$ cat src/rtl/core/tcrm_pkg.sv
// shared types and constants for the track cluster residual matcher
// no dependencies; imported by tcrm_front, tcrm_back and the top level
`default_nettype none

package tcrm_pkg;

  // number of planes that are accepted; a cluster at or above it is dropped
  localparam int unsigned PLANE_COUNT = 64;

  localparam int unsigned POS_W   = 24;
  localparam int unsigned SLOPE_W = 18;
  localparam int unsigned PLANE_W = 6;
  localparam int unsigned RES_W   = 26;
  localparam int unsigned PROD_W  = POS_W + SLOPE_W;
  localparam int unsigned SQ_W    = 2 * RES_W - 1;
  localparam int unsigned DIST_W  = 2 * RES_W;

  localparam int unsigned IN_TDATA_W  = 120;
  localparam int unsigned OUT_TDATA_W = 64;

  localparam int unsigned QDEPTH = 4;
  localparam int unsigned QPTR_W = 2;
  localparam int unsigned QCNT_W = 3;

  // command codes
  localparam logic [1:0] CMD_LOAD = 2'd0;
  localparam logic [1:0] CMD_REF  = 2'd1;
  localparam logic [1:0] CMD_DUT  = 2'd2;

  typedef struct packed {
    logic [1:0]                cmd;
    logic signed [POS_W-1:0]   pos_x;
    logic signed [POS_W-1:0]   pos_y;
    logic signed [POS_W-1:0]   pos_z;
    logic signed [SLOPE_W-1:0] slope_x;
    logic signed [SLOPE_W-1:0] slope_y;
    logic [PLANE_W-1:0]        plane;
    logic                      last;
  } item_t;

  // queue handshake between front and back
  typedef struct packed {
    logic  valid;
    item_t item;
  } q_out_t;

endpackage

`default_nettype wire

$ cat src/rtl/core/tcrm_front.sv
// front end: accepts input transfers, drops ignored items, queues the rest
// depends on tcrm_pkg
`default_nettype none

module tcrm_front
  import tcrm_pkg::*;
(
  input  wire logic                  clk,
  input  wire logic                  rst_n,
  input  wire logic                  in_tvalid,
  output logic                       in_tready,
  input  wire logic [IN_TDATA_W-1:0] in_tdata,
  input  wire logic [1:0]            in_tuser,
  input  wire logic                  in_tlast,
  output q_out_t                     q_out,
  input  wire logic                  q_pop
);

  item_t             mem_r [QDEPTH];
  logic [QPTR_W-1:0] wr_ptr_r, wr_ptr_nxt;
  logic [QPTR_W-1:0] rd_ptr_r, rd_ptr_nxt;
  logic [QCNT_W-1:0] cnt_r, cnt_nxt;
  item_t             new_item;
  logic              keep;
  logic              push;
  logic              pop_ok;

  always_comb begin
    new_item.cmd     = in_tuser;
    new_item.pos_x   = in_tdata[23:0];
    new_item.pos_y   = in_tdata[47:24];
    new_item.pos_z   = in_tdata[71:48];
    new_item.slope_x = in_tdata[89:72];
    new_item.slope_y = in_tdata[107:90];
    new_item.plane   = in_tdata[113:108];
    new_item.last    = in_tlast;
  end

  // loads always kept; clusters need a valid command and a plane in range
  always_comb begin
    unique case (in_tuser)
      CMD_LOAD: keep = 1'b1;
      CMD_REF, CMD_DUT:
        keep = ({3'b0, new_item.plane} < 9'(PLANE_COUNT));
      default:  keep = 1'b0;
    endcase
  end

  assign in_tready = (cnt_r != QCNT_W'(QDEPTH));
  assign push      = in_tvalid && in_tready && keep;
  assign pop_ok    = q_pop && (cnt_r != '0);

  always_comb begin
    wr_ptr_nxt = wr_ptr_r + QPTR_W'(push);
    rd_ptr_nxt = rd_ptr_r + QPTR_W'(pop_ok);
    cnt_nxt    = cnt_r + QCNT_W'(push) - QCNT_W'(pop_ok);
  end

  always_ff @(posedge clk) begin
    if (!rst_n) begin
      wr_ptr_r <= '0;
      rd_ptr_r <= '0;
      cnt_r    <= '0;
    end else begin
      wr_ptr_r <= wr_ptr_nxt;
      rd_ptr_r <= rd_ptr_nxt;
      cnt_r    <= cnt_nxt;
    end
  end

  always_ff @(posedge clk) begin
    if (push) begin
      mem_r[wr_ptr_r] <= new_item;
    end
  end

  assign q_out.valid = (cnt_r != '0);
  assign q_out.item  = mem_r[rd_ptr_r];

endmodule

`default_nettype wire

$ cat config.mk
export PLATFORM = sky130hd
export DESIGN_NAME = tcrm_front
export DESIGN_NICKNAME = d
export VERILOG_FILES = /design/src/rtl/core/tcrm_pkg.sv /design/src/rtl/core/tcrm_front.sv
export SDC_FILE = /design/constraint.sdc
export NUM_CORES = 1
export LEC_CHECK = 0
export BUFFER_PORTS_ARGS = -buffer_cell sky130_fd_sc_hd__buf_2
export CORE_UTILIZATION = 61
export DETAILED_ROUTE_END_ITERATION = 6
export PLACE_DENSITY_LB_ADDON = 0.12
export SLEW_MARGIN = 0
export SYNTH_ARGS = -nofsm -noshare
export SYNTH_HDL_FRONTEND = slang
export SYNTH_SLANG_ARGS = --single-unit
$ cat constraint.sdc
create_clock -name clk -period 28.3 [get_ports clk]
set_clock_uncertainty 0.15 [all_clocks]
set_input_delay 2.83 -clock clk [delete_from_list [all_inputs] [get_ports clk]]
set_output_delay 2.83 -clock clk [all_outputs]
set_load 0.03 [all_outputs]
==> results summary <==
The y dimension of the die came out at 170.7 microns. In the global route stage, overall resource usage came out at 0.2131. Setup violations remaining at the end of the flow were counted as 0. The floorplan step set the die width to 170.7 microns. The leftover overflow at the end of global routing came out at 0.

Port buffering added 239 buffers. The worst setup path is captured at an output port. The filler cells instantiated in the layout total 1612. For this design the top-level I/O count stands at 246. In this run the power density over the cells is 92.97 nW/um^2. The buffer levels on the longest clock path came out at 3. The first-pass iteration count of the detailed router came out at 5.

Using the TritonRoute via totals, the vias-per-cell ratio works out to 5.717. The tool flagged a number of max-cap violations equal to 0. The simple-gate share of the synthesized area came out at 0.006556. Setup total negative slack on the finished layout was measured at 0 ns.

The fraction of registers with async set or reset after synthesis came out at 0. The final layout contains routed wiring with a total length of roughly 30 mm. edfxtp_1 is the most common cell in the netlist.

Yosys mapped a number of flops with a built-in enable equal to 468. Sorting the synthesized cells by area gives the leading types as edfxtp_1 (81%), mux4_2 (15%), buf_12 (1.2%). In this run the clock root is driven by a clkbuf_16. The xor and xnor area share after synthesis is 0.003026. The peak ir drop on the vdd network is 0.06654 mV. The maximum fanout along the worst path came out at 48. The number of standard-cell rows in the floorplan came out at 61. The critical path required time is 25.32 ns.

The worst hold path begins at wr_ptr_r[1]$_SDFF_PN0_. For the pin with the worst max-slew slack, the measured transition is 1.052 ns. The wire length of the first global-routing pass came out at 45.47 mm. The worst setup slack after placement came out at 22.74 ns. The cell area after synthesis is 17370 sq um. The signed area change from the synthesized netlist to the final layout is 16.42%.

Synthesis inferred 475 register bits. TritonCTS built the clock tree. Of the post-synthesis cell area, the dominant cell type holds 0.8092. The number of vias in the routed layout is 7626.

The number of global-route vias before repair came out at 7913. The final estimated routing congestion in global placement came out at 0.7566. The layout cell share with drive strength beyond 1 came out at 0.4548. The portion of the clock cycle consumed by the worst path in the final layout came out at 0.2121. The type of the tightest min-delay check is reg2reg.

The number of DRC violations after detailed-routing iteration 0 came out at 573. The final critical-path setup slack came out at 22.30 ns. The final HPWL from detailed placement came out at around 18 mm. The number of nets in the synthesized netlist is 777. The mean area per synthesized cell came out at between 20 and 30 sq um.

In this run the static leakage power is 6.703 nW. By area, the combinational part of the netlist is dominated by multiplexers. After technology mapping, the gate count stands at 647. The share of the synthesized area in compound gates (AO/OA/AOI/OAI) was 0.0009365. The primary flip-flop cell chosen by synthesis mapping is edfxtp_1. The number of failing hold endpoints at the final stage is 0. The run finished with clean final reports. The post-synthesis mux area share came out at 0.1517. The total count of max-transition violations in the final report came to 0.

The CTS buffer count is 45. The placeable core region is approximately 28000 sq um. At the worst endpoint, the arrival time is ~3.0 ns. CTS built an H-tree with a depth of 2. The clock network latency to the later pin of the worst-skew pair came out at around 0.53 ns.

The net count of the finished layout came out at 1050. The clock drives around 480 sinks. By count the netlist is led by edfxtp_1 (468), mux4_2 (117), buf_2 (12).

Of the total synthesized cell area, the portion taken by full adders, half adders and majority gates is 0.002593. The clock period minus worst slack is around 6 ns. The maximum number of pins on one net before global-route repair is 72. The floorplan step defined a die boundary enclosing 29150 sq um. For this configuration, the core starts out at a cell density of 0.6234.

The clock-pin slew on the worst setup and hold paths is about 0.06 ns. The normalized max-slew margin came out at 0.2984. The residual antenna-violating net count after detailed routing is 0. The startpoint of the worst register-to-register path is cnt_r[2]$_SDFF_PN0_.

The average detailed-routed wire length per instance came out at 22.64 microns. The post-synthesis cell type count is 24. edfxtp_1 takes more of the synthesized area than any other cell.

The total of hold buffers inserted after clock tree synthesis is 0. In this run the worst setup path begins at rd_ptr_r[0]$_SDFF_PN0_. Yosys printed 0 warnings. The total DRC errors in the routed layout came out at 0. Setup repair after global routing left no endpoint under its margin.

In this run the post-CTS setup repair buffer count came out at 0. The post-cts gate resize count came out at 0. The worst setup path is launched from a flip-flop. The critical path is of the reg2out type.

The initial antenna violation count is 7. The share of the yosys chip area belonging to registers came out at 0.8172. Static timing analysis puts the maximum clock frequency at 0.1666 GHz.
==> critical path: stages (launching register included) <==
cell and delay, ns:
dfxtp_4 0.79, buf_4 0.83, mux4_2 0.62, buf_2 0.20
==> stage by stage <==
step | power [mW] | hold WS, ns | cell area (sq um) | utilization | std cells
3_3_place_gp | 1.340 | 0.4700 | 18860 | 0.6770 | 1251
5_1_grt | 1.953 | 0.5434 | 20210 | 0.7256 | 1332
6_report | 1.880 | 0.5107 | 20220 | 0.7258 | 1334
4_1_cts | 1.902 | 0.5155 | 20210 | 0.7254 | 1330
3_5_place_dp | 1.352 | 0.4899 | 18860 | 0.6770 | 1251
2_1_floorplan | 1.260 | 0.4227 | 17370 | - | 647
==> per-layer routing <==
metal | vias up | GRT usage | routed length, microns
met5 | - | 0 | 24
met4 | 4 | 0.07246 | 636
met3 | 52 | 0.05529 | 2325
met2 | 256 | 0.3514 | 15700
met1 | 3947 | 0.2798 | 11510
li1 | 3367 | - | -
==> power breakdown <==
group | switching, mW | internal [mW]
sequential | 0.0298 | 0.832
combinational | 0.289 | 0.179
clock | 0.234 | 0.315
total | 0.553 | 1.33
==> layout make-up <==
cell class | count | area (sq um) | area share
Sequential cell | 475 | 14200 | 0.7024
Clock inverter | 15 | 98.84 | 0.004889
Tap cell | 378 | 473.0 | 0.02339
Clock buffer | 64 | 1250 | 0.06182
Antenna cell | 4 | 10.01 | 0.0004950
Timing Repair Buffer | 252 | 1294 | 0.06399
Inverter | 2 | 10.01 | 0.0004950
Multi-Input combinational cell | 144 | 2883 | 0.1426
==> cells by family (layout without fill, tap and decap cells) <==
kind of cell,after synthesis,count (layout)
compound gates,2,2
xor+xnor,6,6
fa+ha+maj,3,3
buf+inv,28,333
flops,475,475
mux,117,117
other cells,0,4
simple gates,16,16
==> sequential cells by signal, indices dropped and copies added (netlist names) <==
signal / count
mem_r: 468
wr_ptr_r: 2
cnt_r: 3
rd_ptr_r: 2
==> path summary, 6_finish.rpt <==
check                                          endpoint  slack (ns)  depth (start not counted)
worst min-delay path             wr_ptr_r[1]$_SDFF_PN0_        0.51                          2
worst max register to register  mem_r[3][116]$_DFFE_PP_       25.31                          5
worst max-delay path                         q_out[115]       22.30                          3
worst min register to register   wr_ptr_r[1]$_SDFF_PN0_        0.51                          2
==> cells in the final DEF, fill, tap and decap left out, types with 2 or more instances in the layout <==
master	Yosys	layout
dfxtp_1	7	5
buf_4	1	13
dfxtp_4	0	2
buf_2	12	239
diode_2	0	4
nor3b_2	0	2
clkinv_1	0	8
xnor2_1	5	5
clkinv_2	0	3
and2_1	7	7
ha_1	2	2
clkbuf_1	0	16
mux4_2	117	117
clkinvlp_4	0	2
clkbuf_16	0	47
edfxtp_1	468	468
Note: power is estimated with default switching activity, not from simulation.
